**src/rtl/mefd_pkg.sv**
```systemverilog
// Shared types and constants of the market event frame decoder.
// Used by mefd_front, mefd_back and the top level; depends on nothing else.
package mefd_pkg;

    // Register indexes of the configuration port.
    localparam logic [1:0] REG_EXPECTED_VERSION = 2'd0;
    localparam logic [1:0] REG_QUOTE_TYPE_CODE  = 2'd1;
    localparam logic [1:0] REG_TRADE_TYPE_CODE  = 2'd2;

    localparam logic [7:0] EXPECTED_VERSION_RESET = 8'd1;
    localparam logic [7:0] QUOTE_TYPE_CODE_RESET  = 8'd1;
    localparam logic [7:0] TRADE_TYPE_CODE_RESET  = 8'd2;

    // Body lengths of the two frame kinds.
    localparam logic [15:0] QUOTE_LEN = 16'd44;
    localparam logic [15:0] TRADE_LEN = 16'd41;

    // Byte offsets of the body fields.
    localparam int SYMBOL_LEN = 12;
    localparam int OFF_SYMBOL = 0;
    localparam int OFF_TS     = 12;
    localparam int OFF_QTY1   = 20;
    localparam int OFF_PX1    = 24;
    localparam int OFF_QTY2   = 32;
    localparam int OFF_PX2    = 36;
    localparam int OFF_AGGR   = 32;
    localparam int OFF_ID     = 33;

    // Number of body bytes a result can ever read.
    localparam int VIEW_BYTES = 44;

    // Width of a body byte index; covers stores of 44 to 64 bytes.
    localparam int BODY_IDX_W = 6;

    typedef enum logic {
        PH_HEADER = 1'b0,
        PH_BODY   = 1'b1
    } mefd_phase_t;

    typedef struct packed {
        logic [7:0] expected_version;
        logic [7:0] quote_type_code;
        logic [7:0] trade_type_code;
    } mefd_cfg_t;

    // One classified byte handed from the front to the back.
    typedef struct packed {
        logic [7:0]            data;
        logic                  wr;
        logic [BODY_IDX_W-1:0] idx;
        logic                  done;
        logic                  err;
        logic                  kind;
    } mefd_op_t;

    typedef struct packed {
        logic               status;
        logic               kind;
        logic [63:0]        symbol_low;
        logic [31:0]        symbol_high;
        logic [63:0]        timestamp;
        logic [31:0]        first_qty;
        logic signed [63:0] first_price;
        logic [31:0]        second_qty;
        logic signed [63:0] second_value;
        logic [7:0]         aggressor_code;
    } mefd_result_t;

endpackage

```
**src/rtl/mefd_fifo.sv**
```systemverilog
// Small register queue used between the decoder stages and at the result side.
// Depends on nothing but its parameters.
module mefd_fifo #(
    parameter int DEPTH = 2,
    parameter int WIDTH = 8
) (
    input  logic             clk,
    input  logic             rst_n,
    input  logic             push,
    input  logic [WIDTH-1:0] wr_data,
    output logic             full,
    input  logic             pop,
    output logic [WIDTH-1:0] rd_data,
    output logic             empty
);

    localparam int PTR_W = (DEPTH > 1) ? $clog2(DEPTH) : 1;
    localparam int CNT_W = $clog2(DEPTH + 1);

    logic [WIDTH-1:0] mem_reg [DEPTH];
    logic [PTR_W-1:0] wr_ptr_reg, wr_ptr_next;
    logic [PTR_W-1:0] rd_ptr_reg, rd_ptr_next;
    logic [CNT_W-1:0] count_reg, count_next;
    logic             do_push;
    logic             do_pop;

    assign full    = (count_reg == CNT_W'(DEPTH));
    assign empty   = (count_reg == '0);
    assign do_push = push && !full;
    assign do_pop  = pop && !empty;
    assign rd_data = mem_reg[rd_ptr_reg];

    always_comb
    begin
        wr_ptr_next = wr_ptr_reg;
        rd_ptr_next = rd_ptr_reg;
        count_next  = count_reg;
        if (do_push)
        begin
            wr_ptr_next = (wr_ptr_reg == PTR_W'(DEPTH - 1)) ? '0 : wr_ptr_reg + 1'b1;
        end
        if (do_pop)
        begin
            rd_ptr_next = (rd_ptr_reg == PTR_W'(DEPTH - 1)) ? '0 : rd_ptr_reg + 1'b1;
        end
        if (do_push && !do_pop)
        begin
            count_next = count_reg + 1'b1;
        end
        else if (do_pop && !do_push)
        begin
            count_next = count_reg - 1'b1;
        end
    end

    always_ff @(posedge clk or negedge rst_n)
    begin
        if (!rst_n)
        begin
            wr_ptr_reg <= '0;
            rd_ptr_reg <= '0;
            count_reg  <= '0;
        end
        else
        begin
            wr_ptr_reg <= wr_ptr_next;
            rd_ptr_reg <= rd_ptr_next;
            count_reg  <= count_next;
        end
    end

    always_ff @(posedge clk)
    begin
        if (do_push)
        begin
            mem_reg[wr_ptr_reg] <= wr_data;
        end
    end

endmodule

```
**src/rtl/mefd_front.sv**
```systemverilog
// Front stage: tracks the frame header and body position of each byte and
// classifies frames. Depends on mefd_pkg.
module mefd_front
    import mefd_pkg::*;
#(
    parameter int BODY_STORE_BYTES = 44
) (
    input  logic      clk,
    input  logic      rst_n,
    input  mefd_cfg_t cfg,
    input  logic      byte_valid,
    input  logic [7:0] byte_data,
    output logic      op_valid,
    output mefd_op_t  op
);

    mefd_phase_t phase_reg, phase_next;
    logic [31:0] hdr_reg, hdr_next, hdr_merged;
    logic [15:0] count_reg, count_next;
    logic        halted_reg, halted_next;
    logic [16:0] count_inc;
    logic [15:0] frame_len;
    logic [7:0]  body_type;
    logic        take;
    logic        hdr_last;
    logic        hdr_bad;
    logic        body_last;

    assign take      = byte_valid && !halted_reg;
    assign frame_len = hdr_reg[15:0];
    assign body_type = hdr_reg[23:16];
    assign count_inc = {1'b0, count_reg} + 17'd1;
    assign hdr_last  = (phase_reg == PH_HEADER) && (count_reg[1:0] == 2'd3);
    // A wrong version or an empty body ends the frame with an error at once.
    assign hdr_bad   = (byte_data != cfg.expected_version) || (hdr_merged[15:0] == 16'd0);
    assign body_last = (phase_reg == PH_BODY) && (count_inc >= {1'b0, frame_len});

    always_comb
    begin
        hdr_merged = hdr_reg;
        hdr_merged[8 * count_reg[1:0] +: 8] = byte_data;
    end

    // Next phase.
    always_comb
    begin
        phase_next = phase_reg;
        unique case (phase_reg)
            PH_HEADER:
            begin
                if (take && hdr_last && !hdr_bad)
                begin
                    phase_next = PH_BODY;
                end
            end
            PH_BODY:
            begin
                if (take && body_last)
                begin
                    phase_next = PH_HEADER;
                end
            end
            default:
            begin
                phase_next = PH_HEADER;
            end
        endcase
    end

    // Classification and counters.
    always_comb
    begin
        op          = '0;
        op_valid    = take;
        op.data     = byte_data;
        hdr_next    = hdr_reg;
        count_next  = count_reg;
        halted_next = halted_reg;
        if (take)
        begin
            unique case (phase_reg)
                PH_HEADER:
                begin
                    hdr_next = hdr_merged;
                    if (!hdr_last)
                    begin
                        count_next = 16'(count_reg[1:0]) + 16'd1;
                    end
                    else
                    begin
                        count_next = '0;
                        if (hdr_bad)
                        begin
                            op.done     = 1'b1;
                            op.err      = 1'b1;
                            halted_next = 1'b1;
                            hdr_next    = '0;
                        end
                    end
                end
                PH_BODY:
                begin
                    op.wr  = (count_reg < 16'(BODY_STORE_BYTES));
                    op.idx = count_reg[BODY_IDX_W-1:0];
                    if (body_last)
                    begin
                        op.done    = 1'b1;
                        count_next = '0;
                        hdr_next   = '0;
                        // A quote code wins when both codes are equal.
                        if (body_type == cfg.quote_type_code)
                        begin
                            op.err  = (frame_len != QUOTE_LEN);
                            op.kind = 1'b0;
                        end
                        else if (body_type == cfg.trade_type_code)
                        begin
                            op.err  = (frame_len != TRADE_LEN);
                            op.kind = 1'b1;
                        end
                        else
                        begin
                            op.err = 1'b1;
                        end
                        if (op.err)
                        begin
                            op.kind     = 1'b0;
                            halted_next = 1'b1;
                        end
                    end
                    else
                    begin
                        count_next = count_inc[15:0];
                    end
                end
                default:
                begin
                    halted_next = halted_reg;
                end
            endcase
        end
    end

    always_ff @(posedge clk or negedge rst_n)
    begin
        if (!rst_n)
        begin
            phase_reg  <= PH_HEADER;
            hdr_reg    <= '0;
            count_reg  <= '0;
            halted_reg <= 1'b0;
        end
        else
        begin
            phase_reg  <= phase_next;
            hdr_reg    <= hdr_next;
            count_reg  <= count_next;
            halted_reg <= halted_next;
        end
    end

endmodule

```
**src/rtl/mefd_back.sv**
```systemverilog
// Back stage: stores body bytes and builds the result at the last byte of a
// frame. Depends on mefd_pkg.
module mefd_back
    import mefd_pkg::*;
#(
    parameter int BODY_STORE_BYTES = 44
) (
    input  logic         clk,
    input  logic         op_valid,
    input  mefd_op_t     op,
    output logic         op_pop,
    input  logic         res_full,
    output logic         res_push,
    output mefd_result_t res
);

    localparam int IDX_W = $clog2(BODY_STORE_BYTES);

    logic [7:0] body_reg [BODY_STORE_BYTES];
    logic [7:0] view [VIEW_BYTES];

    // A frame end must wait for room in the result queue; other bytes flow.
    assign op_pop   = op_valid && (!op.done || !res_full);
    assign res_push = op_pop && op.done;

    always_ff @(posedge clk)
    begin
        if (op_pop && op.wr)
        begin
            body_reg[op.idx[IDX_W-1:0]] <= op.data;
        end
    end

    // The last body byte is still in flight, so merge it into the view.
    always_comb
    begin
        for (int k = 0; k < VIEW_BYTES; k++)
        begin
            view[k] = (op.wr && (op.idx == BODY_IDX_W'(k))) ? op.data : body_reg[k];
        end
    end

    always_comb
    begin
        res = '0;
        if (op.err)
        begin
            res.status = 1'b1;
        end
        else
        begin
            res.kind = op.kind;
            for (int i = 0; i < 8; i++)
            begin
                res.symbol_low[8*i +: 8]  = view[OFF_SYMBOL + i];
                res.timestamp[8*i +: 8]   = view[OFF_TS + i];
                res.first_price[8*i +: 8] = view[OFF_PX1 + i];
            end
            for (int i = 0; i < SYMBOL_LEN - 8; i++)
            begin
                res.symbol_high[8*i +: 8] = view[OFF_SYMBOL + 8 + i];
            end
            for (int i = 0; i < 4; i++)
            begin
                res.first_qty[8*i +: 8] = view[OFF_QTY1 + i];
            end
            if (op.kind)
            begin
                res.aggressor_code = view[OFF_AGGR];
                for (int i = 0; i < 8; i++)
                begin
                    res.second_value[8*i +: 8] = view[OFF_ID + i];
                end
            end
            else
            begin
                for (int i = 0; i < 4; i++)
                begin
                    res.second_qty[8*i +: 8] = view[OFF_QTY2 + i];
                end
                for (int i = 0; i < 8; i++)
                begin
                    res.second_value[8*i +: 8] = view[OFF_PX2 + i];
                end
            end
        end
    end

endmodule

```
**src/rtl/market_event_frame_decoder.sv**
```systemverilog
// Top level of the market event frame decoder: configuration registers, the
// front and back stages and the queues between them. Depends on mefd_pkg,
// mefd_front, mefd_back and mefd_fifo.
//
// Usage. The input side is a queue write port: a stream byte on data_byte is
// taken at a rising edge with push high and full low. Frames carry a 4-byte
// header (16-bit little-endian body length, type byte, version byte) and a
// quote body of 44 bytes or a trade body of 41 bytes. The result side is a
// queue read port: the oldest result shows on the result ports while empty is
// low and is removed at an edge with pop high.
// Throughput is one byte per cycle while full is low, set by the front stage,
// which updates the header and count state once per byte. A result becomes
// visible (empty low) only after the request carrying the last byte of its
// frame is accepted: the accepting edge writes the byte into the two-entry
// stage queue, and a later edge, once the result queue has room, moves it
// through the back stage into the two-entry result queue.
// A framing error (wrong version, empty body, unknown type or wrong length)
// gives one result with status high and every other field zero; the decoder
// then drops every further byte until reset.
// When the receiver stops popping, the result queue fills, the back stage
// holds the frame end, the stage queue fills and full rises; no byte or
// result is lost. Reset empties both queues, clears the frame state and the
// halt, and loads the registers with version 1, quote code 1, trade code 2.
// Configuration writes take effect at once and are meant for an idle block.
module market_event_frame_decoder
    import mefd_pkg::*;
#(
    parameter int BODY_STORE_BYTES = 44
) (
    input  logic               clk,
    input  logic               rst_n,
    input  logic               cfg_wr_en,
    input  logic [1:0]         cfg_index,
    input  logic [7:0]         cfg_data,
    input  logic               push,
    output logic               full,
    input  logic [7:0]         data_byte,
    output logic               empty,
    input  logic               pop,
    output logic               status,
    output logic               kind,
    output logic [63:0]        symbol_low,
    output logic [31:0]        symbol_high,
    output logic [63:0]        timestamp,
    output logic [31:0]        first_qty,
    output logic signed [63:0] first_price,
    output logic [31:0]        second_qty,
    output logic signed [63:0] second_value,
    output logic [7:0]         aggressor_code
);

    localparam int OP_W  = $bits(mefd_op_t);
    localparam int RES_W = $bits(mefd_result_t);

    mefd_cfg_t    cfg_reg, cfg_next;
    logic         front_valid;
    mefd_op_t     front_op;
    logic         stage_full;
    logic         stage_empty;
    logic [OP_W-1:0] stage_data;
    mefd_op_t     back_op;
    logic         back_pop;
    logic         res_full;
    logic         res_push;
    mefd_result_t back_res;
    logic [RES_W-1:0] res_data;
    mefd_result_t head;

    always_comb
    begin
        cfg_next = cfg_reg;
        if (cfg_wr_en)
        begin
            unique case (cfg_index)
                REG_EXPECTED_VERSION: cfg_next.expected_version = cfg_data;
                REG_QUOTE_TYPE_CODE:  cfg_next.quote_type_code  = cfg_data;
                REG_TRADE_TYPE_CODE:  cfg_next.trade_type_code  = cfg_data;
                default:              cfg_next = cfg_reg;
            endcase
        end
    end

    always_ff @(posedge clk or negedge rst_n)
    begin
        if (!rst_n)
        begin
            cfg_reg.expected_version <= EXPECTED_VERSION_RESET;
            cfg_reg.quote_type_code  <= QUOTE_TYPE_CODE_RESET;
            cfg_reg.trade_type_code  <= TRADE_TYPE_CODE_RESET;
        end
        else
        begin
            cfg_reg <= cfg_next;
        end
    end

    // The stage queue being full is the only thing that stalls the input.
    assign full = stage_full;

    mefd_front #(
        .BODY_STORE_BYTES(BODY_STORE_BYTES)
    ) u_front (
        .clk        (clk),
        .rst_n      (rst_n),
        .cfg        (cfg_reg),
        .byte_valid (push && !stage_full),
        .byte_data  (data_byte),
        .op_valid   (front_valid),
        .op         (front_op)
    );

    mefd_fifo #(
        .DEPTH(2),
        .WIDTH(OP_W)
    ) u_stage_q (
        .clk     (clk),
        .rst_n   (rst_n),
        .push    (front_valid),
        .wr_data (front_op),
        .full    (stage_full),
        .pop     (back_pop),
        .rd_data (stage_data),
        .empty   (stage_empty)
    );

    assign back_op = mefd_op_t'(stage_data);

    mefd_back #(
        .BODY_STORE_BYTES(BODY_STORE_BYTES)
    ) u_back (
        .clk      (clk),
        .op_valid (!stage_empty),
        .op       (back_op),
        .op_pop   (back_pop),
        .res_full (res_full),
        .res_push (res_push),
        .res      (back_res)
    );

    mefd_fifo #(
        .DEPTH(2),
        .WIDTH(RES_W)
    ) u_res_q (
        .clk     (clk),
        .rst_n   (rst_n),
        .push    (res_push),
        .wr_data (back_res),
        .full    (res_full),
        .pop     (pop),
        .rd_data (res_data),
        .empty   (empty)
    );

    assign head           = mefd_result_t'(res_data);
    assign status         = head.status;
    assign kind           = head.kind;
    assign symbol_low     = head.symbol_low;
    assign symbol_high    = head.symbol_high;
    assign timestamp      = head.timestamp;
    assign first_qty      = head.first_qty;
    assign first_price    = head.first_price;
    assign second_qty     = head.second_qty;
    assign second_value   = head.second_value;
    assign aggressor_code = head.aggressor_code;

endmodule

```
**config.mk**
```make
export PLATFORM = sky130hd
export DESIGN_NAME = market_event_frame_decoder
export DESIGN_NICKNAME = d
export VERILOG_FILES = /design/src/rtl/mefd_pkg.sv /design/src/rtl/mefd_fifo.sv /design/src/rtl/mefd_front.sv /design/src/rtl/mefd_back.sv /design/src/rtl/market_event_frame_decoder.sv
export SDC_FILE = /design/constraint.sdc
export NUM_CORES = 1
export LEC_CHECK = 0
export ABC_AREA = 1
export BUFFER_PORTS_ARGS = -buffer_cell sky130_fd_sc_hd__buf_2
export CAP_MARGIN = 15
export CORE_MARGIN = 2
export CORE_UTILIZATION = 40
export DETAILED_ROUTE_END_ITERATION = 8
export GPL_TIMING_DRIVEN = 0
export SKIP_CTS_REPAIR_TIMING = 1
export SLEW_MARGIN = 10
export SYNTH_ARGS = -nofsm -noshare
export SYNTH_HDL_FRONTEND = slang
export SYNTH_SLANG_ARGS = --single-unit
export TNS_END_PERCENT = 5
```
**constraint.sdc**
```tcl
create_clock -name clk -period 19.2 [get_ports clk]
set_clock_uncertainty 0.1 [all_clocks]
set_input_delay 1.92 -clock clk [delete_from_list [all_inputs] [get_ports clk]]
set_output_delay 1.92 -clock clk [all_outputs]
set_load 0.05 [all_outputs]
```
Yosys cells after proc, flatten, opt, wreduce, memory -nomap -nowiden
Memories as Yosys holds them, arrays and structs flattened.
Cells that the tools add are included.
- input bits: 23
- memory bits (writable): 1112
- bits in read-only memories: 0
- output and inout bits: 364
- logic and storage cells: 269
- memories kept: 3
- bits in latches: 0
- register bits after elaboration: 82
- $mul: 0
- reduce and logical (&&, ||, !) cells: 87
- bitwise logic cells: 1
- divide/modulo/power cells: 0
- $add $sub $neg: 11
- muxes and demuxes: 93
- order comparisons: 2
- shift-type cells: 2
- equality and inequality tests: 57
- memories (name ; depth ; bits a word ; read ports ; clocked after memory_dff ; write ports ; line ; RTL):
    u_res_q.mem_reg ; 2 ; 362 ; 1 ; 0 ; 1 ; mefd_fifo.sv:20 ; logic [WIDTH-1:0] mem_reg [DEPTH];
    u_back.body_reg ; 44 ; 8 ; 44 ; 0 ; 1 ; mefd_back.sv:19 ; logic [7:0] body_reg [BODY_STORE_BYTES];
    u_stage_q.mem_reg ; 2 ; 18 ; 1 ; 0 ; 1 ; mefd_fifo.sv:20 ;
- operators by type and width (operator ; number):
    $mux 361 ; 1
    $mux 8 ; 45
    $mux 32 ; 4
    $eq 6x5->1 const B ; 16
    $eq 6x6->1 const B ; 12
    $mux 64 ; 1
    $pmux 32 s2 ; 1
    $logic_and 1x1->1 ; 62
    $eq 6x4->1 const B ; 8
    $neg 5->34 ; 1
    $shift 8x34->32 const A ; 1
    $shiftx 8x34->32 ; 1
    $bwmux 32 ; 1
    $mux 16 ; 2
    $ne 16x6->1 const B ; 2
    $pmux 16 s2 ; 1
    $eq 6x3->1 const B ; 4
    $mux 1 ; 21
    $mux 2 ; 10
    $add 16x1->17 const B ; 1
    $ge 17x16->1 ; 1
    $eq 8x8->1 ; 2
    $logic_not 16->1 ; 1
    $lt 16x6->1 const B ; 1
    24 further kinds ; 53

Longest topological paths before layout
Gate-level depths: netlist of run 1.
- depth after elaboration: 10
- mapped depth: 19
- gate-level depth less buffers: 18

Modules after synthesis
A second synthesis of run 1 with hierarchy kept.
- cells, all modules: 4484
- area total of the unflattened synthesis: 49725.2 µm²
- modules (own cells, without submodules) (module ; sequential area each (µm²) ; cells an instance ; area an instance (µm²) ; instances):
    mefd_fifo (u_res_q) ; 21840.9 ; 1922 ; 26445.4 ; 1
    mefd_back ; 10570.1 ; 1800 ; 17021.3 ; 1
    mefd_front ; 1051.0 ; 527 ; 3654.8 ; 1
    mefd_fifo (u_stage_q) ; 1181.1 ; 125 ; 1537.7 ; 1
    market_event_frame_decoder ; 604.3 ; 110 ; 1066.0 ; 1

Least setup slack after synthesis of run 1
No wires, ideal clock.
- kind: flip-flop to flip-flop
- from: register u_stage_q.rd_ptr_reg
- to: memory u_res_q.mem_reg[1][0] (netlist bit), enable pin
- period minus slack after synthesis: 17.593 ns
- setup time: 1.096 ns
- stages on the path, launching flop included: 8
- data arrival time: 16.397 ns
- buffers on the path: 2
- setup slack: 1.607 ns
- cells stage by stage: dfrtp_1 -> buf_6 -> buf_4 -> mux2i_1 -> inv_1 -> a31oi_1 -> nand2_1 -> nor2_1
- word-level cells in the longest chain between the ends: 8
- RTL lines (element ; line ; RTL):
    start: declaration ; mefd_fifo.sv:22 ; logic [PTR_W-1:0] rd_ptr_reg, rd_ptr_next;
    start signal: assignment ; mefd_fifo.sv:67 ; rd_ptr_reg <= rd_ptr_next;
    $mem_v2 2x18 (*) ; - ;
    $logic_not 1->1 ; mefd_back.sv:23 ; assign op_pop = op_valid && (!op.done || !res_full);
    $logic_or 1x1->1 ; mefd_back.sv:23 ;
    $logic_and 1x1->1 ; mefd_back.sv:23 ;
    $logic_and 1x1->1 (*) ; mefd_back.sv:24 ; assign res_push = op_pop && op.done;
    $logic_and 1x1->1 (*) ; mefd_fifo.sv:29 ; assign do_push = push && !full;
    $mux 1 (*) ; mefd_fifo.sv:74 ; if (do_push)
    $mux 1 (not written as such) (*) ; mefd_fifo.sv:76 ; mem_reg[wr_ptr_reg] <= wr_data;
    end: declaration ; mefd_fifo.sv:20 ;
Every way passes the cells marked *; elsewhere a longest branch is shown, timed or not.

Worst setup path after layout of run 1
- from: register u_res_q.rd_ptr_reg
- to: output port symbol_low[31]
- word-level cells in the longest chain between the ends: 1
- RTL lines (element ; line ; RTL):
    start: declaration ; mefd_fifo.sv:22 ;
    start signal: assignment ; mefd_fifo.sv:67 ;
    $mem_v2 2x362 ; - ;
    end: declaration ; market_event_frame_decoder.sv:42 ; output logic [63:0] symbol_low,
Every way passes these cells.

==> reports/qor.csv, run 1 <==
stage;metric;value;unit
run_status;status;complete, no violations;
synthesis;async set-reset flop share out of synthesis;0.0624;
min_path;Hold Crit Endpoint;u_front.halted_reg;
worst_setup_path;CP arrival;3920;ps
cts;clock buffer depth;3;
cts;CTS H-tree depth;4;
synthesis;number of library cell types mapped by synthesis;43;
synthesis;Yosys warnings;0;
die;die height;354;µm
sta;final setup vio count;0;
worst_setup_path;Top delay family on crit path;buffers and inverters;
worst_setup_path;most frequent CP cell;clkbuf_1;
sta;Max Transition Viols Final;0;
drt;WL final;148;mm
power;PD cells;185;mW/mm²
cts;CTS tree;done;
grt;vias in the first global route;32200;
placed_design;GP Congestion;0.882;
power;Worst VDD drop;0.166;mV
drt;wire per inst;22.4;µm
worst_setup_path;Setup CP Type;reg -> out;
grt;first-pass GRT wire length;212;mm
drt;via/cell ratio;5.22;
cts;TritonCTS Sinks;1186;
layout;max FFs per register;724;
grt;initial antenna violation count;4;
sta;FMAX;168;MHz
worst_setup_path;WP buf/inv;5;
grt;largest net degree at the start of global routing;44;
worst_setup_path;reg2reg end;u_stage_q.mem_reg[0][2];
layout;Layout Nets;4928;
power;Int Power;0.00585;W
die;I/O pins;387;
placed_design;DP HPWL;101;mm
die;Die W;354;µm
worst_setup_path;Critical Path Fanout Max;10;
power;Clk pwr share;0.227;
power;Leakage Power;23.0;nW
drt;post-route ant nets;0;
placed_design;DP Cell Count;6372;
drt;initial DRC count;3685;
sta;RSZ-0062 raised after global routing;false;
drt;Via Count;34500;
synthesis;ys flop type;edfxtp_1;
die;Site Rows;128;
layout;Syn-to-layout area delta;18.6;%
power;Comb pwr share;0.428;
die;Core Region;0.122;mm²
power;Net Sw Power;0.00490;W
min_path;hold path depth;2;
layout;fin util;0.478;
cts;CTS root buffer;clkbuf_16;
cts;clk_lat worst skew;750;ps
synthesis;synthesized area;0.0490;mm²
sta;Hold Fails Final Rpt;0;
die;initial cell density of the core;0.403;
job;Max-Cap Viols;0;
grt;gr ovfl total;0;
synthesis;Synth Instances;4312;
min_path;Hold Startpoint;u_front.halted_reg;
sta;crit path time final;5940;ps
power;Switching Fraction;0.456;
synthesis;post-synthesis sequential area ratio;0.719;
grt;GRT Util Overall;0.230;
worst_setup_path;Critical Path Source Type;flop;
synthesis;synthesized area per cell;11.4;µm²
die;Die ar.;0.125;mm²
sta;setup_tns;0;ps
worst_setup_path;crit end category;output pin;
worst_setup_path;CP Data Required Time;17180;ps
sta;Slew HR;0.164;
drt;DRT Pass-1 Iters;6;
worst_setup_path;Reg-to-Reg Start;u_front.count_reg[0];
cts;clk slew on worst S/H paths;50;ps
worst_setup_path;flop-to-flop setup slack;15310;ps
placed_design;Place WS;14010;ps
synthesis;syn_nets;4358;
cts;number of buffers created by CTS;131;
layout;fraction of layout instances using a drive strength above 1;0.155;
power;Sequential Power Share;0.346;
power;Total Power;0.0107;W
sta;worst setup margin;13260;ps
synthesis;Yosys reg bits;1186;
sta;post-route clock period utilization;0.309;
worst_setup_path;largest stage delay on the critical path;980;ps
worst_setup_path;Slowest-stage cell, CP;clkbuf_1;
placed_design;PortBufs;386;
worst_setup_path;Critical Path, Cell by Cell;inv_1, clkbuf_1, clkbuf_1, clkbuf_1, nand2_1, nand2_1, buf_2;
sta;worst slew pin tran;1250;ps
drt;# DRC;0;
min_path;min-delay worst type;reg -> reg;
worst_setup_path;R2R depth;16;
synthesis;EDFF count, synth;1112;
layout;fin cells;6614;
-- through the flow --
step / hold WS (ps) / instance area (µm²)
final: 390 / 58200
after global routing: 436 / 58200
after CTS: 389 / 58100
after detailed placement: 370 / 54000
after global placement: 355 / 53000
after floorplan: 335 / 49000
-- kinds of logic after synthesis --
logic type / Yosys count / synth area share
AND/OR/NAND/NOR: 2087 / 0.171
flip-flops: 1186 / 0.719
AO/OA/AOI/OAI: 576 / 0.0638
buffers and inverters: 401 / 0.0334
XOR/XNOR: 29 / 0.00518
adder cells (fa/ha/maj): 23 / 0.00587
multiplexers: 10 / 0.00204
-- layout make-up --
cell class	count	area [µm²]
flip-flops and latches	1186	35200
multi-input cells	2725	12200
repair buffers	437	2920
clock buffers	161	3510
plain buffers	242	1060
diodes	1	2.50
clock inverters	78	627
fillers	11000	63600
well taps	1625	2030
inverters	159	597
-- cells in the final DEF, fill, tap and decap left out, drive strengths merged, types with 3 or more instances in the layout --
cell / n
dfrtp: 71
inv: 163
o31ai: 4
mux2i: 10
nand2: 1528
a21oi: 281
o21a: 8
nand4: 20
clkbuf: 322
buf: 518
a211oi: 31
or2: 9
ha: 23
clkinvlp: 3
xor2: 14
o22ai: 61
nor4: 3
bufinv: 7
clkinv: 64
nor3: 18
dfstp: 3
nand3: 211
nor2: 296
xnor2: 15
edfxtp: 1112
a21o: 3
o211ai: 8
o21ai: 179
-- power by group through the flow --
stage          combinational [W]  sequential [W]  clock [W]
2_1_floorplan            0.00287         0.00406          0
3_5_place_dp             0.00461         0.00377          0
6_report                 0.00460         0.00372    0.00243
5_1_grt                  0.00483         0.00376    0.00257
4_1_cts                  0.00462         0.00372    0.00247
3_3_place_gp             0.00439         0.00431          0
-- synth_stat cells (9+ instances only) --
master    number  area [µm²]
o21ai_0      163         816
buf_4         14         105
clkinv_1       9        33.8
edfxtp_1    1112       33400
a211oi_1      29         218
ha_1          23         288
nand4_1       20         125
nand3_1      210        1050
nand2_1     1513        5680
o21ai_1       10        50.1
inv_1        131         492
clkbuf_1     161         604
dfrtp_1       71        1780
nor2_1       278        1040
inv_2         19        71.3
nand2_2       13        81.3
mux2i_1       10         100
nor3_1        18        90.1
xor2_1        14         123
xnor2_1       15         131
a21oi_1      281        1410
buf_1         12        45.0
nor2_2        10        62.6
buf_2         53         265
o22ai_1       61         382
-- worst max path at each step --
stage	slack, ps	cells past startpoint	end	startpoint
floorplan	1610	7	u_res_q.mem_reg[1][0]	u_stage_q.rd_ptr_reg
global placement	-8620	7	u_res_q.mem_reg[1][305]	u_stage_q.rd_ptr_reg
detailed placement	14010	6	timestamp[46]	u_res_q.rd_ptr_reg
CTS	13210	7	symbol_low[31]	u_res_q.rd_ptr_reg
global route	13140	7	symbol_low[31]	u_res_q.rd_ptr_reg
finish	13260	7	symbol_low[31]	u_res_q.rd_ptr_reg
-- routing by layer --
metal,GRT usage,wire length [µm],vias up
met5,0,0,-
met1,0.309,60700,16800
met3,0.0453,12000,247
met4,0.0803,4580,0
met2,0.374,70800,1444
li1,-,-,16000
-- tightest hold or removal path: cells and delay by family (launching register included) --
kind | cells | cell delay (ps)
DFF | 1 | 360
and+or+nand+nor | 1 | 60
buffers and inverters | 1 | 40
(Power assumes the default switching activity.)
==> run 2, diff against run 1 <==
clock period = 6.05 ns   (was 19.2 ns; I/O delays follow)
==> reports/qor.csv, run 2 (synthesized netlist as in run 1, its figures left out) <==
stage;metric;value;unit
layout;max FFs per register;724;
drt;via/cell ratio;5.19;
layout;most frequent cells in the layout;nand2_1 (1512), edfxtp_1 (1112), buf_2 (445);
die;Die ar.;0.125;mm²
worst_setup_path;Slowest-stage cell, CP;clkbuf_1;
worst_setup_path;Reg-to-Reg Start;u_front.count_reg[0];
cts;CTS root buffer;clkbuf_16;
worst_setup_path;Setup CP Type;reg -> out;
cts;clk_lat worst skew;750;ps
placed_design;PortBufs;386;
die;Die W;354;µm
grt;GRT Util Overall;0.230;
layout;leading cell type in the layout, fill and taps excluded;nand2_1;
die;I/O pins;387;
sta;Slew HR;0.229;
cts;CTS tree;done;
sta;worst slew pin tran;1160;ps
sta;final setup vio count;0;
job;Max-Cap Viols;0;
sta;post-route clock period utilization;0.755;
worst_setup_path;CP arrival;3860;ps
worst_setup_path;Critical Path Source Type;flop;
power;Worst VDD drop;0.515;mV
grt;first-pass GRT wire length;211;mm
worst_setup_path;WP buf/inv;4;
cts;TritonCTS Sinks;1186;
drt;initial DRC count;3321;
sta;FMAX;219;MHz
grt;largest net degree at the start of global routing;46;
drt;Detail Route met3 WL;11.5;mm
min_path;min-delay worst type;in -> reg;
power;PD cells;584;mW/mm²
die;Core Region;0.122;mm²
worst_setup_path;largest stage delay on the critical path;780;ps
cts;number of buffers created by CTS;130;
sta;Hold Fails Final Rpt;0;
worst_setup_path;worst setup path startpoint;u_res_q.rd_ptr_reg;
drt;met2 WL;70.3;mm
drt;# DRC;0;
run_status;status;complete, no violations;
die;die height;354;µm
min_path;hold path depth;3;
drt;post-route ant nets;0;
worst_setup_path;most frequent CP cell;clkbuf_1;
cts;clk slew on worst S/H paths;50;ps
die;Site Rows;128;
layout;Syn-to-layout area delta;18.5;%
die;initial cell density of the core;0.403;
placed_design;GP Congestion;0.893;
placed_design;DP HPWL;101;mm
drt;wire per inst;22.3;µm
drt;Via Count;34300;
drt;WL final;148;mm
grt;gr ovfl total;0;
worst_setup_path;Top delay family on crit path;buffers and inverters;
grt;vias in the first global route;32700;
sta;Max Transition Viols Final;0;
worst_setup_path;R2R depth;16;
worst_setup_path;reg2reg end;u_stage_q.mem_reg[1][2];
cts;CTS H-tree depth;4;
sta;RSZ-0062 raised after global routing;false;
drt;Metal-1 WL;60.9;mm
worst_setup_path;flop-to-flop setup slack;2170;ps
sta;crit path time final;4570;ps
worst_setup_path;CP Data Required Time;5340;ps
min_path;Hold Crit Endpoint;cfg_reg[1];
worst_setup_path;crit end category;output pin;
layout;fraction of layout instances using a drive strength above 1;0.154;
layout;Layout Nets;4927;
drt;Top Layer Used;met4;
min_path;Hold Startpoint;cfg_data[1];
power;Leakage Power;23.0;nW
grt;initial antenna violation count;4;
worst_setup_path;Critical Path Fanout Max;10;
layout;fillcell total;10900;
worst_setup_path;Critical Path, Cell by Cell;clkbuf_1, clkbuf_1, clkbuf_1, nand2_1, nand2_1, buf_2;
drt;DRT Pass-1 Iters;6;
cts;clock buffer depth;3;
power;Total Power;0.0339;W
layout;Final Instance Area;0.0581;mm²
placed_design;placed cell area;0.0541;mm²
==> run 2: how the worst max path moves through the flow <==
stage                              end  cells past startpoint
6_report                 timestamp[46]                      6
5_1_grt                 symbol_low[25]                      7
4_1_cts                 symbol_low[27]                      7
3_5_place_dp            symbol_low[27]                      7
3_3_place_gp   u_res_q.mem_reg[1][347]                      7
2_1_floorplan    u_res_q.mem_reg[1][0]                      7
==> run 2: cell type report <==
class	count	area [µm²]	area share
diodes	1	2.50	0.0000431
plain buffers	242	1060	0.0183
clock buffers	162	3400	0.0586
clock inverters	71	596	0.0103
inverters	159	597	0.0103
multi-input cells	2725	12200	0.210
flip-flops and latches	1186	35200	0.607
well taps	1625	2030	0.0350
repair buffers	437	2960	0.0509
==> run 2: per-layer routing <==
layer  GRT usage  vias to the layer above
met4      0.0846                        0
met5           0                        -
met1       0.306                    16700
met2       0.372                     1353
met3      0.0466                      254
li1            -                    16000
==> run 2: through the flow <==
stage / instances / hold WS [ps] / utilization / worst slack (ps) / setup TNS [ps]
6_report: 6608 / 62.5 / 0.477 / 1480 / 0
5_1_grt: 6607 / 34.2 / 0.477 / 1290 / 0
4_1_cts: 6604 / -325 / 0.477 / 1400 / 0
3_5_place_dp: 6371 / 365 / 0.444 / 2180 / 0
3_3_place_gp: 6323 / 355 / 0.436 / -4750 / -3367390
2_1_floorplan: 4312 / 209 / - / -1150 / -822470
==> run 2: worst reg2reg max path: stages, from the launching register on <==
cell	delay, ps
dfrtp_1	480
ha_1	230
inv_1	70
nor2_1	300
nand2_1	160
nor3_1	280
xor2_1	280
ha_1	300
a21oi_1	130
nor2_1	50
nor2_1	80
nand2_1	60
nand2_1	70
nand3_2	230
o21ai_2	370
buf_2	310
a21oi_1	100
==> run 2: power by group <==
part           internal [W]  total, W  leakage [nW]  switching [W]
registers            0.0114    0.0118          11.3       0.000384
logic               0.00272    0.0146          9.77         0.0119
clock network       0.00431   0.00755          1.97        0.00325
total                0.0184    0.0339          23.0         0.0155
